===== src/sv/alm_pkg.sv =====
// Shared constants and types for the audio level meter.
`timescale 1ns / 1ps

package alm_pkg;

    localparam int SAMPLE_BITS = 12;
    localparam int LED_COUNT   = 62;

    localparam int LVL_W  = 12;
    localparam int SUM_W  = 28;
    localparam int CNT_W  = 16;
    localparam int BAR_W  = 6;
    localparam int LED_W  = $clog2(LED_COUNT + 1);
    localparam int SQ_W   = 2 * LVL_W;
    localparam int NUM_W  = SQ_W + LED_W;
    localparam int ITER_W = $clog2(LVL_W);

    localparam logic [SUM_W-1:0] SUM_MAX = {SUM_W{1'b1}};
    localparam logic [CNT_W-1:0] CNT_MAX = {CNT_W{1'b1}};

    // Configuration port
    localparam int CFG_IDX_W  = 4;
    localparam int CFG_DATA_W = 16;

    localparam logic [CFG_IDX_W-1:0] REG_DC_OFFSET      = 4'd0;
    localparam logic [CFG_IDX_W-1:0] REG_NOISE_FLOOR    = 4'd1;
    localparam logic [CFG_IDX_W-1:0] REG_FULL_SCALE     = 4'd2;
    localparam logic [CFG_IDX_W-1:0] REG_WINDOW_SAMPLES = 4'd3;

    localparam logic [LVL_W-1:0] RST_DC_OFFSET      = 12'd2048;
    localparam logic [LVL_W-1:0] RST_NOISE_FLOOR    = 12'd50;
    localparam logic [LVL_W-1:0] RST_FULL_SCALE     = 12'd1700;
    localparam logic [CNT_W-1:0] RST_WINDOW_SAMPLES = 16'd1024;

    // Stream widths and output field positions
    localparam int S_TDATA_W  = 16;
    localparam int M_TDATA_W  = 32;
    localparam int OUT_LVL_LO = 0;
    localparam int OUT_PK_LO  = LVL_W;
    localparam int OUT_BAR_LO = 2 * LVL_W;

    localparam int FIFO_DEPTH = 2;
    localparam int FIFO_AW    = $clog2(FIFO_DEPTH);

    typedef struct packed {
        logic [LVL_W-1:0] dc_offset;
        logic [LVL_W-1:0] noise_floor;
        logic [LVL_W-1:0] full_scale;
        logic [CNT_W-1:0] window_samples;
    } cfg_t;

    // One finished window handed from front to back
    typedef struct packed {
        logic [SUM_W-1:0] sum;
        logic [CNT_W-1:0] count;
        logic             clr;
    } win_t;

    typedef struct packed {
        logic full;
        logic empty;
    } fifo_stat_t;

endpackage


===== src/sv/alm_front.sv =====
// Front end: accepts samples and accumulates absolute deviation per window.
`timescale 1ns / 1ps

module alm_front
    import alm_pkg::*;
(
    input  logic                   clk,
    input  logic                   rst_n,
    input  cfg_t                   cfg,
    input  logic                   in_valid,
    output logic                   in_ready,
    input  logic [SAMPLE_BITS-1:0] in_sample,
    input  logic                   in_clear,
    input  fifo_stat_t             q_stat,
    output logic                   q_push,
    output win_t                   q_data
);

    logic [SUM_W-1:0] sum_reg, sum_next;
    logic [CNT_W-1:0] cnt_reg, cnt_next;
    logic             clr_reg, clr_next;

    logic             accept;
    logic [LVL_W-1:0] smp;
    logic [LVL_W-1:0] dev;
    logic [SUM_W:0]   sum_add;
    logic [SUM_W-1:0] sum_sat;
    logic [CNT_W-1:0] cnt_inc;
    logic [CNT_W-1:0] win;
    logic             close;

    assign in_ready = !q_stat.full;
    assign accept   = in_valid && in_ready;

    // Deviation, saturating sum and count for this sample
    always_comb
    begin
        smp     = LVL_W'(in_sample);
        dev     = (smp >= cfg.dc_offset) ? (smp - cfg.dc_offset) : (cfg.dc_offset - smp);
        sum_add = {1'b0, sum_reg} + (SUM_W + 1)'(dev);
        sum_sat = sum_add[SUM_W] ? SUM_MAX : sum_add[SUM_W-1:0];
        cnt_inc = (cnt_reg == CNT_MAX) ? cnt_reg : cnt_reg + 1'b1;
        win     = (cfg.window_samples == '0) ? CNT_W'(1) : cfg.window_samples;
        close   = (cnt_inc >= win);
    end

    // Close the window into the queue, or keep accumulating
    always_comb
    begin
        sum_next = sum_reg;
        cnt_next = cnt_reg;
        clr_next = clr_reg;
        q_push   = 1'b0;
        q_data   = '{sum: sum_sat, count: cnt_inc, clr: clr_reg | in_clear};
        if (accept)
        begin
            if (close)
            begin
                q_push   = 1'b1;
                sum_next = '0;
                cnt_next = '0;
                clr_next = 1'b0;
            end
            else
            begin
                sum_next = sum_sat;
                cnt_next = cnt_inc;
                clr_next = clr_reg | in_clear;
            end
        end
    end

    always_ff @(posedge clk or negedge rst_n)
    begin
        if (!rst_n)
        begin
            sum_reg <= '0;
            cnt_reg <= '0;
            clr_reg <= 1'b0;
        end
        else
        begin
            sum_reg <= sum_next;
            cnt_reg <= cnt_next;
            clr_reg <= clr_next;
        end
    end

endmodule


===== src/sv/alm_fifo.sv =====
// Short queue of finished windows between front and back.
`timescale 1ns / 1ps

module alm_fifo
    import alm_pkg::*;
(
    input  logic       clk,
    input  logic       rst_n,
    input  logic       push,
    input  win_t       push_data,
    input  logic       pop,
    output win_t       pop_data,
    output fifo_stat_t stat
);

    win_t               mem_reg [FIFO_DEPTH];
    logic [FIFO_AW-1:0] wr_reg, wr_next;
    logic [FIFO_AW-1:0] rd_reg, rd_next;
    logic [FIFO_AW:0]   cnt_reg, cnt_next;
    logic               do_push;
    logic               do_pop;

    assign stat.full  = (cnt_reg == (FIFO_AW + 1)'(FIFO_DEPTH));
    assign stat.empty = (cnt_reg == '0);
    assign do_push    = push && !stat.full;
    assign do_pop     = pop && !stat.empty;
    assign pop_data   = mem_reg[rd_reg];

    // Advance pointers and occupancy
    always_comb
    begin
        wr_next  = do_push ? wr_reg + 1'b1 : wr_reg;
        rd_next  = do_pop ? rd_reg + 1'b1 : rd_reg;
        cnt_next = cnt_reg;
        if (do_push && !do_pop)
        begin
            cnt_next = cnt_reg + 1'b1;
        end
        else if (do_pop && !do_push)
        begin
            cnt_next = cnt_reg - 1'b1;
        end
    end

    always_ff @(posedge clk or negedge rst_n)
    begin
        if (!rst_n)
        begin
            wr_reg  <= '0;
            rd_reg  <= '0;
            cnt_reg <= '0;
        end
        else
        begin
            wr_reg  <= wr_next;
            rd_reg  <= rd_next;
            cnt_reg <= cnt_next;
        end
    end

    // Store entries
    always_ff @(posedge clk)
    begin
        if (do_push)
        begin
            mem_reg[wr_reg] <= push_data;
        end
    end

endmodule


===== src/sv/alm_back.sv =====
// Back end: divides each window, tracks the peak and maps the level to a bar.
`timescale 1ns / 1ps

module alm_back
    import alm_pkg::*;
(
    input  logic             clk,
    input  logic             rst_n,
    input  cfg_t             cfg,
    input  fifo_stat_t       q_stat,
    input  win_t             q_data,
    output logic             q_pop,
    output logic             out_valid,
    input  logic             out_ready,
    output logic [LVL_W-1:0] out_level,
    output logic [LVL_W-1:0] out_peak,
    output logic             out_new_peak,
    output logic [BAR_W-1:0] out_bar
);

    localparam logic [2:0] B_IDLE = 3'd0;
    localparam logic [2:0] B_DIV  = 3'd1;
    localparam logic [2:0] B_SQR  = 3'd2;
    localparam logic [2:0] B_MUL1 = 3'd3;
    localparam logic [2:0] B_MUL2 = 3'd4;
    localparam logic [2:0] B_BDIV = 3'd5;
    localparam logic [2:0] B_DONE = 3'd6;

    logic [2:0]        state_reg, state_next;
    logic [ITER_W-1:0] iter_reg, iter_next;
    logic [CNT_W-1:0]  rem_reg, rem_next;
    logic [LVL_W-1:0]  qd_reg, qd_next;
    logic [CNT_W-1:0]  den_reg, den_next;
    logic              clr_reg, clr_next;
    logic [LVL_W-1:0]  peak_reg, peak_next;
    logic              fresh_reg, fresh_next;
    logic              zero_reg, zero_next;
    logic [LVL_W-1:0]  d_reg, d_next;
    logic [LVL_W-1:0]  span_reg, span_next;
    logic [SQ_W-1:0]   dsq_reg, dsq_next;
    logic [SQ_W-1:0]   ssq_reg, ssq_next;
    logic [SQ_W-1:0]   brem_reg, brem_next;
    logic [LED_W-1:0]  bqd_reg, bqd_next;
    logic              ov_reg, ov_next;
    logic [LVL_W-1:0]  olvl_reg, olvl_next;
    logic [LVL_W-1:0]  opk_reg, opk_next;
    logic              ofr_reg, ofr_next;
    logic [BAR_W-1:0]  obar_reg, obar_next;

    logic [CNT_W:0]    trial;
    logic [SQ_W:0]     btrial;
    logic [LVL_W-1:0]  base;
    logic [LVL_W-1:0]  diff;
    logic [NUM_W-1:0]  num;
    logic [LED_W-1:0]  bclamp;

    assign out_valid    = ov_reg;
    assign out_level    = olvl_reg;
    assign out_peak     = opk_reg;
    assign out_new_peak = ofr_reg;
    assign out_bar      = obar_reg;

    always_comb
    begin
        trial  = {rem_reg, qd_reg[LVL_W-1]};
        btrial = {brem_reg, bqd_reg[LED_W-1]};
        base   = clr_reg ? '0 : peak_reg;
        diff   = qd_reg - cfg.noise_floor;
        num    = NUM_W'(dsq_reg) * NUM_W'(LED_COUNT);
        bclamp = (bqd_reg > LED_W'(LED_COUNT)) ? LED_W'(LED_COUNT) : bqd_reg;
    end

    // Sequencer over divide, peak, squares and bar divide
    always_comb
    begin
        state_next = state_reg;
        iter_next  = iter_reg;
        rem_next   = rem_reg;
        qd_next    = qd_reg;
        den_next   = den_reg;
        clr_next   = clr_reg;
        peak_next  = peak_reg;
        fresh_next = fresh_reg;
        zero_next  = zero_reg;
        d_next     = d_reg;
        span_next  = span_reg;
        dsq_next   = dsq_reg;
        ssq_next   = ssq_reg;
        brem_next  = brem_reg;
        bqd_next   = bqd_reg;
        olvl_next  = olvl_reg;
        opk_next   = opk_reg;
        ofr_next   = ofr_reg;
        obar_next  = obar_reg;
        ov_next    = (ov_reg && out_ready) ? 1'b0 : ov_reg;
        q_pop      = 1'b0;

        case (state_reg)
            B_IDLE:
            begin
                if (!q_stat.empty)
                begin
                    // Quotient fits in LVL_W bits, so the upper sum bits start below count
                    q_pop      = 1'b1;
                    rem_next   = q_data.sum[SUM_W-1:LVL_W];
                    qd_next    = q_data.sum[LVL_W-1:0];
                    den_next   = q_data.count;
                    clr_next   = q_data.clr;
                    iter_next  = '0;
                    state_next = B_DIV;
                end
            end
            B_DIV:
            begin
                // One restoring quotient bit per cycle
                if (trial >= {1'b0, den_reg})
                begin
                    rem_next = CNT_W'(trial - {1'b0, den_reg});
                    qd_next  = {qd_reg[LVL_W-2:0], 1'b1};
                end
                else
                begin
                    rem_next = trial[CNT_W-1:0];
                    qd_next  = {qd_reg[LVL_W-2:0], 1'b0};
                end
                iter_next = iter_reg + 1'b1;
                if (iter_reg == ITER_W'(LVL_W - 1))
                begin
                    state_next = B_SQR;
                end
            end
            B_SQR:
            begin
                // Update peak, clamp the distance above the floor
                fresh_next = (qd_reg > base);
                peak_next  = (qd_reg > base) ? qd_reg : base;
                zero_next  = (qd_reg <= cfg.noise_floor) || (cfg.full_scale <= cfg.noise_floor);
                span_next  = cfg.full_scale - cfg.noise_floor;
                d_next     = (diff > span_next) ? span_next : diff;
                state_next = B_MUL1;
            end
            B_MUL1:
            begin
                dsq_next   = d_reg * d_reg;
                ssq_next   = span_reg * span_reg;
                state_next = B_MUL2;
            end
            B_MUL2:
            begin
                // Ratio is at most LED_COUNT, so the upper product bits start below span^2
                brem_next  = num[NUM_W-1:LED_W];
                bqd_next   = num[LED_W-1:0];
                iter_next  = '0;
                state_next = B_BDIV;
            end
            B_BDIV:
            begin
                if (btrial >= {1'b0, ssq_reg})
                begin
                    brem_next = SQ_W'(btrial - {1'b0, ssq_reg});
                    bqd_next  = {bqd_reg[LED_W-2:0], 1'b1};
                end
                else
                begin
                    brem_next = btrial[SQ_W-1:0];
                    bqd_next  = {bqd_reg[LED_W-2:0], 1'b0};
                end
                iter_next = iter_reg + 1'b1;
                if (iter_reg == ITER_W'(LED_W - 1))
                begin
                    state_next = B_DONE;
                end
            end
            B_DONE:
            begin
                // Load the output register once it is free
                if (!ov_reg || out_ready)
                begin
                    ov_next    = 1'b1;
                    olvl_next  = qd_reg;
                    opk_next   = peak_reg;
                    ofr_next   = fresh_reg;
                    obar_next  = zero_reg ? '0 : BAR_W'(bclamp);
                    state_next = B_IDLE;
                end
            end
            default:
            begin
                state_next = B_IDLE;
            end
        endcase
    end

    always_ff @(posedge clk or negedge rst_n)
    begin
        if (!rst_n)
        begin
            state_reg <= B_IDLE;
            iter_reg  <= '0;
            peak_reg  <= '0;
            ov_reg    <= 1'b0;
        end
        else
        begin
            state_reg <= state_next;
            iter_reg  <= iter_next;
            peak_reg  <= peak_next;
            ov_reg    <= ov_next;
        end
    end

    // Datapath registers
    always_ff @(posedge clk)
    begin
        rem_reg   <= rem_next;
        qd_reg    <= qd_next;
        den_reg   <= den_next;
        clr_reg   <= clr_next;
        fresh_reg <= fresh_next;
        zero_reg  <= zero_next;
        d_reg     <= d_next;
        span_reg  <= span_next;
        dsq_reg   <= dsq_next;
        ssq_reg   <= ssq_next;
        brem_reg  <= brem_next;
        bqd_reg   <= bqd_next;
        olvl_reg  <= olvl_next;
        opk_reg   <= opk_next;
        ofr_reg   <= ofr_next;
        obar_reg  <= obar_next;
    end

endmodule


===== src/sv/audio_level_meter_with_bar_top.sv =====
// Top level of the audio level meter with quadratic bar output.
//
//  channel  direction  handshake            payload
//  s_*      in         s_tvalid/s_tready    tdata: sample; tuser: clear_peak
//  m_*      out        m_tvalid/m_tready    tdata: level, peak, bar_leds; tuser: new_peak
//  cfg_*    in         cfg_we               cfg_index, cfg_data
//
//  The front end takes one sample per cycle while the window queue has room.
//  A closing window passes through the back end in order: the queue pop, 12 level divide
//  steps, peak and clamp, two multiply stages, 6 bar divide steps and the output load.
//  The two-entry window queue and the output register let each side stall alone.
//  Reset is asynchronous; no clearing pass follows it.
`timescale 1ns / 1ps

module audio_level_meter_with_bar_top
    import alm_pkg::*;
(
    input  logic                  clk,
    input  logic                  rst_n,
    input  logic                  s_tvalid,
    output logic                  s_tready,
    input  logic [S_TDATA_W-1:0]  s_tdata,   // [11:0] sample
    input  logic [0:0]            s_tuser,   // [0] clear_peak
    output logic                  m_tvalid,
    input  logic                  m_tready,
    output logic [M_TDATA_W-1:0]  m_tdata,   // [11:0] level, [23:12] peak, [29:24] bar_leds
    output logic [0:0]            m_tuser,   // [0] new_peak
    input  logic                  cfg_we,
    input  logic [CFG_IDX_W-1:0]  cfg_index,
    input  logic [CFG_DATA_W-1:0] cfg_data
);

    cfg_t             cfg_reg, cfg_next;
    fifo_stat_t       q_stat;
    logic             q_push;
    logic             q_pop;
    win_t             q_in;
    win_t             q_out;
    logic [LVL_W-1:0] level;
    logic [LVL_W-1:0] peak;
    logic             new_peak;
    logic [BAR_W-1:0] bar;

    // Decode configuration writes; unknown indexes are dropped
    always_comb
    begin
        cfg_next = cfg_reg;
        if (cfg_we)
        begin
            case (cfg_index)
                REG_DC_OFFSET:      cfg_next.dc_offset      = cfg_data[LVL_W-1:0];
                REG_NOISE_FLOOR:    cfg_next.noise_floor    = cfg_data[LVL_W-1:0];
                REG_FULL_SCALE:     cfg_next.full_scale     = cfg_data[LVL_W-1:0];
                REG_WINDOW_SAMPLES: cfg_next.window_samples = cfg_data[CNT_W-1:0];
                default:            cfg_next = cfg_reg;
            endcase
        end
    end

    always_ff @(posedge clk or negedge rst_n)
    begin
        if (!rst_n)
        begin
            cfg_reg <= '{dc_offset:      RST_DC_OFFSET,
                         noise_floor:    RST_NOISE_FLOOR,
                         full_scale:     RST_FULL_SCALE,
                         window_samples: RST_WINDOW_SAMPLES};
        end
        else
        begin
            cfg_reg <= cfg_next;
        end
    end

    alm_front u_front (
        .clk       (clk),
        .rst_n     (rst_n),
        .cfg       (cfg_reg),
        .in_valid  (s_tvalid),
        .in_ready  (s_tready),
        .in_sample (s_tdata[SAMPLE_BITS-1:0]),
        .in_clear  (s_tuser[0]),
        .q_stat    (q_stat),
        .q_push    (q_push),
        .q_data    (q_in)
    );

    alm_fifo u_fifo (
        .clk       (clk),
        .rst_n     (rst_n),
        .push      (q_push),
        .push_data (q_in),
        .pop       (q_pop),
        .pop_data  (q_out),
        .stat      (q_stat)
    );

    alm_back u_back (
        .clk          (clk),
        .rst_n        (rst_n),
        .cfg          (cfg_reg),
        .q_stat       (q_stat),
        .q_data       (q_out),
        .q_pop        (q_pop),
        .out_valid    (m_tvalid),
        .out_ready    (m_tready),
        .out_level    (level),
        .out_peak     (peak),
        .out_new_peak (new_peak),
        .out_bar      (bar)
    );

    // Pack the result fields
    assign m_tdata = {(M_TDATA_W - OUT_BAR_LO - BAR_W)'(0), bar, peak, level};
    assign m_tuser = new_peak;

endmodule


===== config.mk =====
export PLATFORM = sky130hd
export DESIGN_NAME = audio_level_meter_with_bar_top
export DESIGN_NICKNAME = d
export VERILOG_FILES = /design/src/sv/alm_pkg.sv /design/src/sv/alm_front.sv /design/src/sv/alm_fifo.sv /design/src/sv/alm_back.sv /design/src/sv/audio_level_meter_with_bar_top.sv
export SDC_FILE = /design/constraint.sdc
export NUM_CORES = 1
export LEC_CHECK = 0
export BUFFER_PORTS_ARGS = -buffer_cell sky130_fd_sc_hd__buf_4
export CAP_MARGIN = 20
export CORE_ASPECT_RATIO = 1.1
export CORE_MARGIN = 2
export CORE_UTILIZATION = 42
export CTS_CLUSTER_SIZE = 28
export DETAILED_ROUTE_END_ITERATION = 16
export GPL_TIMING_DRIVEN = 0
export RECOVER_POWER = 100
export SLEW_MARGIN = 5
export SYNTH_ARGS = -nofsm -noshare
export SYNTH_HDL_FRONTEND = slang
export SYNTH_SLANG_ARGS = --single-unit

===== constraint.sdc =====
create_clock -name clk -period 8.1 [get_ports clk]
set_clock_uncertainty 0.2 [all_clocks]
set_input_delay 0.81 -clock clk [delete_from_list [all_inputs] [get_ports clk]]
set_output_delay 0.81 -clock clk [all_outputs]
set_load 0.03 [all_outputs]

# Yosys cells after proc, flatten, opt, wreduce, memory -nomap -nowiden
# Memory sizes are Yosys's and may differ from the RTL's.
# Cells that the tools add are included.
[op_classes] addsub=13 multipliers=3 order_cmp=9 eq_ne=17 muxes=39 n_bitwise=2 reduce_logical=32
[op_table] operator="$mux W16" count=5
[op_table] operator="$mux W12" count=5
[op_table] operator="$mux W28" count=2
[op_table] operator="$mul A12 B12 Y24" count=2
[op_table] operator="$pmux W24 S2" count=1
[op_table] operator="$sub A12 B12 Y12" count=4
[op_table] operator="$pmux W16 S2" count=1
[op_table] operator="$add A28 B12 Y29" count=1
[op_table] operator="$mul A24 B5 Y29 const B" count=1
[op_table] operator="$ge A25 B24 Y1" count=1
[op_table] operator="$gt A12 B12 Y1" count=2
[op_table] operator="$le A12 B12 Y1" count=2
[op_table] operator="$mux W24" count=1
[op_table] operator="$pmux W12 S2" count=1
[op_table] operator="$sub A24 B24 Y24" count=1
[op_table] operator="$pmux W3 S7" count=1
[op_table] operator="$ge A17 B16 Y1" count=1
[op_table] operator="$add A16 B1 Y16 const B" count=1
[op_table] operator="$eq A16 B16 Y1 const B" count=1
[op_table] operator="$ge A16 B16 Y1" count=1
[op_table] operator="$logic_not A16 Y1" count=1
[op_table] operator="$reduce_and A2 Y1" count=8
[op_table] operator="$sub A16 B16 Y16" count=1
[op_table] operator="$ge A12 B12 Y1" count=1
[op_table] operator="34 further kinds" count=69
[totals] regBits=301 mem_bits_rw=90 input_bits=42 output_inout_bits=35 word_cells=147 n_memories=1
[memory_table] memory="u_fifo.mem_reg" words=2 word_bits=45 rd=1 rd_ports_with_merged_regs=0 wr=1 line_no="alm_fifo.sv:16" source="win_t mem_reg [FIFO_DEPTH];"

# Longest topological paths before layout
# Gate-level depths: netlist of the first run.
[depth] word_depth=10 depth_mapped=24 depth_no_buf=23

# Cells and area by module
# A second synthesis of the first run with hierarchy kept.
[unflattened] hier_cells=3011 area_unflattened_um2=31991.9
[modules_own_cells] module="alm_back" n_inst=1 cells_per_inst=2157 area_each_um2=21593.2 seq_area_each_um2=5845.6
[modules_own_cells] module="alm_front" n_inst=1 cells_per_inst=579 area_each_um2=4728.3 seq_area_each_um2=1126.1
[modules_own_cells] module="alm_fifo" n_inst=1 cells_per_inst=159 area_each_um2=3643.5 seq_area_each_um2=2802.7
[modules_own_cells] module="audio_level_meter_with_bar_top" n_inst=1 cells_per_inst=116 area_each_um2=2026.9 seq_area_each_um2=1313.8

# Least setup slack after synthesis of the first run
# Ideal clock, no wire load.
[synth_timing] path_kind="reg-to-reg" from="reg u_front.cnt_reg[5]" to="mem u_fifo.mem_reg[0][0] (netlist bit) (enable)" setup_ps=453 arrival_ps=5524 t_required_ps=7447 path_slack_ps=1923 path_stages_with_launch=18 path_buffers=2 synth_period_minus_slack_ps=6177 path_cell_list="dfrtp_1 > nand4_1 > nor2_1 > nand3_1 > or3_1 > clkbuf_1 > xnor2_1 > inv_1 > ha_1 > nand2b_1 > a21o_1 > a21o_1 > a21oi_1 > o21a_1 > o41ai_1 > and2_1 > clkbuf_1 > nor2b_1"
[synth_rtl] element="start, declared" line_no="alm_front.sv:20" source="logic [CNT_W-1:0] cnt_reg, cnt_next;"
[synth_rtl] element="start signal, assigned" line_no="alm_front.sv:84" source="cnt_reg <= cnt_next;"
[synth_rtl] element="end, declared" line_no="alm_fifo.sv:16"

==> flow_summary.json, run 1 <==
{
  "failed_checks": "max-capacitance violations, max-slew violations",
  "yosysSeqAreaShare_pct": 35.0,
  "synthArstFlopShare_pct": 31.1,
  "max_cap_viol_count": 5,
  "syn_area_per_cell_sq_um": 10.3,
  "period_needed_ns": 7.00,
  "coreArea_sq_um": 74600,
  "relSlewSlack_pct": -106,
  "crit_path_cell_trace": "nand4_1, nor2_1, nand3_1, or3_1, clkbuf_1, xnor2_1, inv_1, ha_1, nand2b_1, a21o_1, a21o_1, a21oi_1, o21a_1, o41ai_1, and2_0, clkbuf_1, nor2b_4, clkbuf_2",
  "netlist_area_sq_um": 31700,
  "rows": 105,
  "yosys-top-cells-count": "inv_1, ha_1, edfxtp_1",
  "rsz0062_at_grt": "no",
  "synth_cells": 3067,
  "die_w_um": 266,
  "antenna_found_initial": 3,
  "viasPerCell": 5.19,
  "drt_wl_total_mm": 74.7,
  "die_area_sq_um": 77600,
  "cts_tree": "done",
  "cpMaxStageDelayCell": "o41ai_1",
  "finalMaxSlewViolations": 128,
  "grt_max_degree": 76,
  "grt_pass1_vias": 22700,
  "synth_area_leaders": "edfxtp_1, fa_1, ha_1",
  "worstPathArrival_ns": 7.01,
  "via_count": 21800,
  "slowest_delay_ns": 1.05,
  "startpoint_type": "flop",
  "placed_area_sq_um": 33600,
  "crit_path_end_kind": "flop",
  "yosysMostFrequentCell": "inv_1",
  "insertion_delay_ns": 0.63,
  "fmax_ghz": 0.143,
  "synth_enable_flop_cells": 268,
  "critical_path_required_ns": 8.11,
  "outcome": "finished, violations left",
  "final_layout_size_suffix_gt1_share_pct": 6.37,
  "hold_class": "in2reg",
  "grt.total_usage_pct": 19.7,
  "drt_iter0_markers": 1307,
  "drc_errors": 0,
  "dp_hpwl_mm": 59.4,
  "fin_setup_tns_ns": 0,
  "cts.clk_slew.worst_paths_ns": 0.06,
  "cts.sinks": 389,
  "critPathMaxFanout": 30,
  "initial_core_util_pct": 42.4,
  "dieHeight_um": 292,
  "cts_buffers": 46,
  "fin_crit_sh_pct": 86.5,
  "ys_ff_latch": 389,
  "cp.buffers_inverters": 4,
  "ys.flop_type": "edfxtp_1",
  "root_buffer": "clkbuf_16",
  "gp_congestion": 0.866,
  "grt_overflow": 0,
  "wl_per_cell_um": 17.8,
  "cts_max_level": 2,
  "ios": 77,
  "first_pass_iters": 5,
  "path_class": "reg2reg",
  "port_buffers": 70,
  "clockBufferDepth": 3,
  "post_cts_resized": 0,
  "syn2layout_area_growth_pct": 10.3,
  "drtAntennaViolNets": 0,
  "grt_pass1_wl_mm": 121,
  "crit_family": "simple AND/OR/NAND/NOR gates",
  "setup_violations": 0,
  "worst_pin_slew_ns": 3.09,
  "synth_cell_type_count": 89,
  "largest_register_ffs": 90,
  "synth_top_area_share_pct": 25.4,
  "nNetsFinal": 3768,
  "synth_area_leader_cell": "edfxtp_1",
  "yosysWarnings": 0,
  "final_hold_viol_count": 0,
  "design_area_sq_um": 34900
}
==> per-layer routing <==
layer,global-route usage [%],wire (um),up-vias
met5,0,0,-
met3,2.80,2910,123
met4,6.51,2140,0
met2,34.5,36900,383
met1,25.0,32800,10500
li1,-,-,10800
==> worst reg2reg max path, delay by kind of cell, from the launching register on <==
family | cells | cell delay [ns]
buffers and inverters | 4 | 1.70
adders and majority gates | 1 | 0.31
xor gates and xnor gates | 1 | 0.41
and+or+nand+nor | 7 | 1.99
DFF | 1 | 0.46
AOI/OAI and AO/OA | 5 | 1.52
==> cells in the final DEF, fill, tap and decap left out, types with 106 or more instances in the layout <==
cell type | netlist | routed
clkbuf_1 | 78 | 132
o21ai_0 | 109 | 135
xnor2_1 | 106 | 106
fa_1 | 232 | 232
a21oi_1 | 164 | 164
inv_1 | 462 | 462
nand2_1 | 221 | 221
dfrtp_1 | 111 | 111
ha_1 | 296 | 296
nor2_1 | 148 | 150
edfxtp_1 | 268 | 268
==> final timing paths <==
kind                               startpoint  slack, ns               endpoint  depth (start not counted)
min                                   s_tuser       0.22        u_front.clr_reg                          3
max in group asynchronous               rst_n       4.36     u_back.peak_reg[6]                          2
max reg2reg                u_front.cnt_reg[6]       1.10  u_fifo.mem_reg[0][26]                         18
min reg2reg                  u_back.fresh_reg       0.23    u_back.out_new_peak                          0
max                        u_front.cnt_reg[6]       1.10  u_fifo.mem_reg[0][26]                         18
min in group asynchronous               rst_n       1.53    u_front.sum_reg[20]                          2
==> final cells by class <==
type                            instances  area (sq um)
Multi-Input combinational cell       2122         18400
Timing Repair Buffer                   81           487
Buffer                                 95           387
Sequential cell                       389         11100
Clock inverter                         30           374
Tap cell                              963          1200
Clock buffer                           56          1260
Fill cell                            7071         39700
Antenna cell                            3          7.51
Inverter                              463          1740
==> kinds of logic (layout without fill, tap and decap cells) <==
logic type | after synthesis | after routing | share of synthesized area (%)
adder cells (fa/ha/maj) | 528 | 528 | 26.4
AO/OA/AOI/OAI | 605 | 605 | 12.4
XOR/XNOR | 155 | 155 | 4.29
multiplexers | 114 | 114 | 3.87
buffers and inverters | 558 | 725 | 6.75
other | 1 | 6 | 0.0118
flip-flops | 389 | 389 | 35.0
AND/OR/NAND/NOR | 717 | 717 | 11.3
==> through the flow <==
| step | utilization (%) | hold slack (ns) | instances | setup WS (ns) |
|---|---|---|---|---|
| global route | 46.8 | 0.201 | 4201 | 0.744 |
| global placement | 44.8 | 0.203 | 4102 | -0.781 |
| finish | 46.8 | 0.225 | 4202 | 1.10 |
| detailed placement | 45.1 | 0.218 | 4112 | 1.44 |
| floorplan | - | 0.200 | 3069 | 1.92 |
| CTS | 47.3 | 0.191 | 4199 | 1.40 |
==> what timing repair did <==
item                      in CTS  in global routing
hold buffers                   1                  0
setup buffers                  0                  0
hold endpoints to repair      44                  0
Power of run 1 is not shown: default switching activity piles up to over one toggle a cycle in this logic, so the estimate is an artifact.
==> inputs of run 2 (changes only) <==
- GPL_TIMING_DRIVEN: 0 -> default
==> run 2 against run 1 <==
  * The run still ends with max-capacitance violations, max-slew violations left
  * Via count rose by 1.1%
  * Highest routed layer unchanged
  * Maximum frequency rose by 2.1%
  * Worst setup slack improved by 0.14 ns
  * Critical path depth fell by 3
  * Critical endpoint is now u_fifo.mem_reg[1][21]
  * Routed wire length fell by 5.6%
  * Sequential share of layout area rose by 0.39 points
  * First-iteration DRC count fell by 17%
  * Register-to-register slack improved by 0.14 ns
  * Critical path type unchanged
  * Utilization fell by 0.56 points
==> flow_summary.json, run 2 (synthesis results as in run 1) <==
{
  "syn2layout_area_growth_pct": 8.95,
  "drtAntennaViolNets": 0,
  "first_pass_iters": 5,
  "clockBufferDepth": 3,
  "wl_per_cell_um": 17.1,
  "drt_wl_total_mm": 70.5,
  "ios": 77,
  "finalMaxSlewViolations": 494,
  "max_cap_viol_count": 13,
  "outcome": "finished, violations left",
  "root_buffer": "clkbuf_16",
  "coreArea_sq_um": 74600,
  "grt_pass1_wl_mm": 117,
  "worst_pin_slew_ns": 3.24,
  "startpoint_type": "flop",
  "worstPathArrival_ns": 6.82,
  "fin_crit_sh_pct": 84.7,
  "die_area_sq_um": 77600,
  "final_cell_mix": "inv_1, ha_1, edfxtp_1",
  "rows": 105,
  "cts_tree": "done",
  "viasPerCell": 5.36,
  "period_needed_ns": 6.86,
  "hold_class": "reg2reg",
  "final_hold_viol_count": 0,
  "antenna_found_initial": 3,
  "failed_checks": "max-capacitance violations, max-slew violations",
  "port_buffers": 70,
  "grt_pass1_vias": 23100,
  "cts.clk_slew.worst_paths_ns": 0.06,
  "critPathMaxFanout": 38,
  "drc_errors": 0,
  "grt_overflow": 0,
  "grt.total_usage_pct": 18.6,
  "grt_max_degree": 75,
  "cts_buffers": 46,
  "dieHeight_um": 292,
  "critical_path_required_ns": 8.06,
  "setup_violations": 0,
  "initial_core_util_pct": 42.4,
  "fin_setup_tns_ns": 0,
  "gp_congestion": 0.899,
  "drt_iter0_markers": 1090,
  "die_w_um": 266,
  "nNetsFinal": 3682,
  "fmax_ghz": 0.146,
  "via_count": 22000,
  "largest_register_ffs": 90,
  "insertion_delay_ns": 0.60,
  "post-cts-setup-buffers": 0,
  "path_class": "reg2reg",
  "rsz0062_at_grt": "no",
  "final_layout_size_suffix_gt1_share_pct": 6.19,
  "relSlewSlack_pct": -116,
  "final_common_cell": "inv_1",
  "cts_max_level": 2,
  "cts.sinks": 389,
  "dp_hpwl_mm": 55.6,
  "post_cts_resized": 0,
  "crit_path_end_kind": "flop"
}
[run 2: metal layers]
| metal | track usage, % | part of all wire, % |
|---|---|---|
| met5 | 0 | 0 |
| met4 | 6.95 | 3.9 |
| met3 | 1.97 | 3.7 |
| met2 | 33.1 | 50 |
| met1 | 23.2 | 42 |
[run 2: per-stage QoR]
step / worst slack (ns) / instances / cell area [sq um] / hold slack (ns) / util [%]
after global placement: 1.58 / 4024 / 33200 / 0.209 / 44.5
after floorplan: 1.92 / 3069 / 31700 / 0.200 / -
final: 1.24 / 4114 / 34500 / 0.221 / 46.2
after detailed placement: 1.54 / 4025 / 33200 / 0.212 / 44.5
after global routing: 0.828 / 4114 / 34500 / 0.228 / 46.2
after CTS: 1.63 / 4112 / 34800 / 0.219 / 46.7
[run 2: cell type report]
| cell class | instances | area, sq um |
|---|---|---|
| diodes | 1 | 2.50 |
| clock buffers | 57 | 1250 |
| clock inverters | 29 | 353 |
| fillers | 6970 | 40100 |
| inverters | 463 | 1740 |
| multi-input cells | 2122 | 18300 |
| flip-flops and latches | 389 | 11100 |
| well taps | 963 | 1200 |
| repair buffers | 90 | 517 |
[run 2: repair_timing]
item	4_1_cts	5_1_grt
hold buffers	1	0
setup endpoints to repair	0	0
hold endpoints to repair	37	0
[run 2: worst max-delay path, cell delays in order (launching register included)]
cell      delay [ns]
dfrtp_1         0.47
nand4_1         0.22
nor2_1          0.29
nand3_1         0.18
or3_1           0.51
xnor2_1         0.45
inv_1           0.10
ha_1            0.28
nand2b_1        0.09
a21o_1          0.11
a21o_1          0.10
a21oi_1         0.06
o21a_1          0.20
o41ai_1         0.99
and3_1          0.53
clkbuf_1        1.60
[run 2: final timing paths]
| check | from | endpoint | slack, ns | depth (start not counted) |
|---|---|---|---|---|
| min in group asynchronous | rst_n | u_front.clr_reg | 1.54 | 2 |
| min reg2reg | u_back.fresh_reg | u_back.out_new_peak | 0.22 | 0 |
| min | u_back.fresh_reg | u_back.out_new_peak | 0.22 | 0 |
| max | u_front.cnt_reg[5] | u_fifo.mem_reg[1][21] | 1.24 | 15 |
| max reg2reg | u_front.cnt_reg[5] | u_fifo.mem_reg[1][21] | 1.24 | 15 |
| max in group asynchronous | rst_n | cfg_reg[36] | 3.01 | 3 |
Power of run 2 is left out for the same reason.
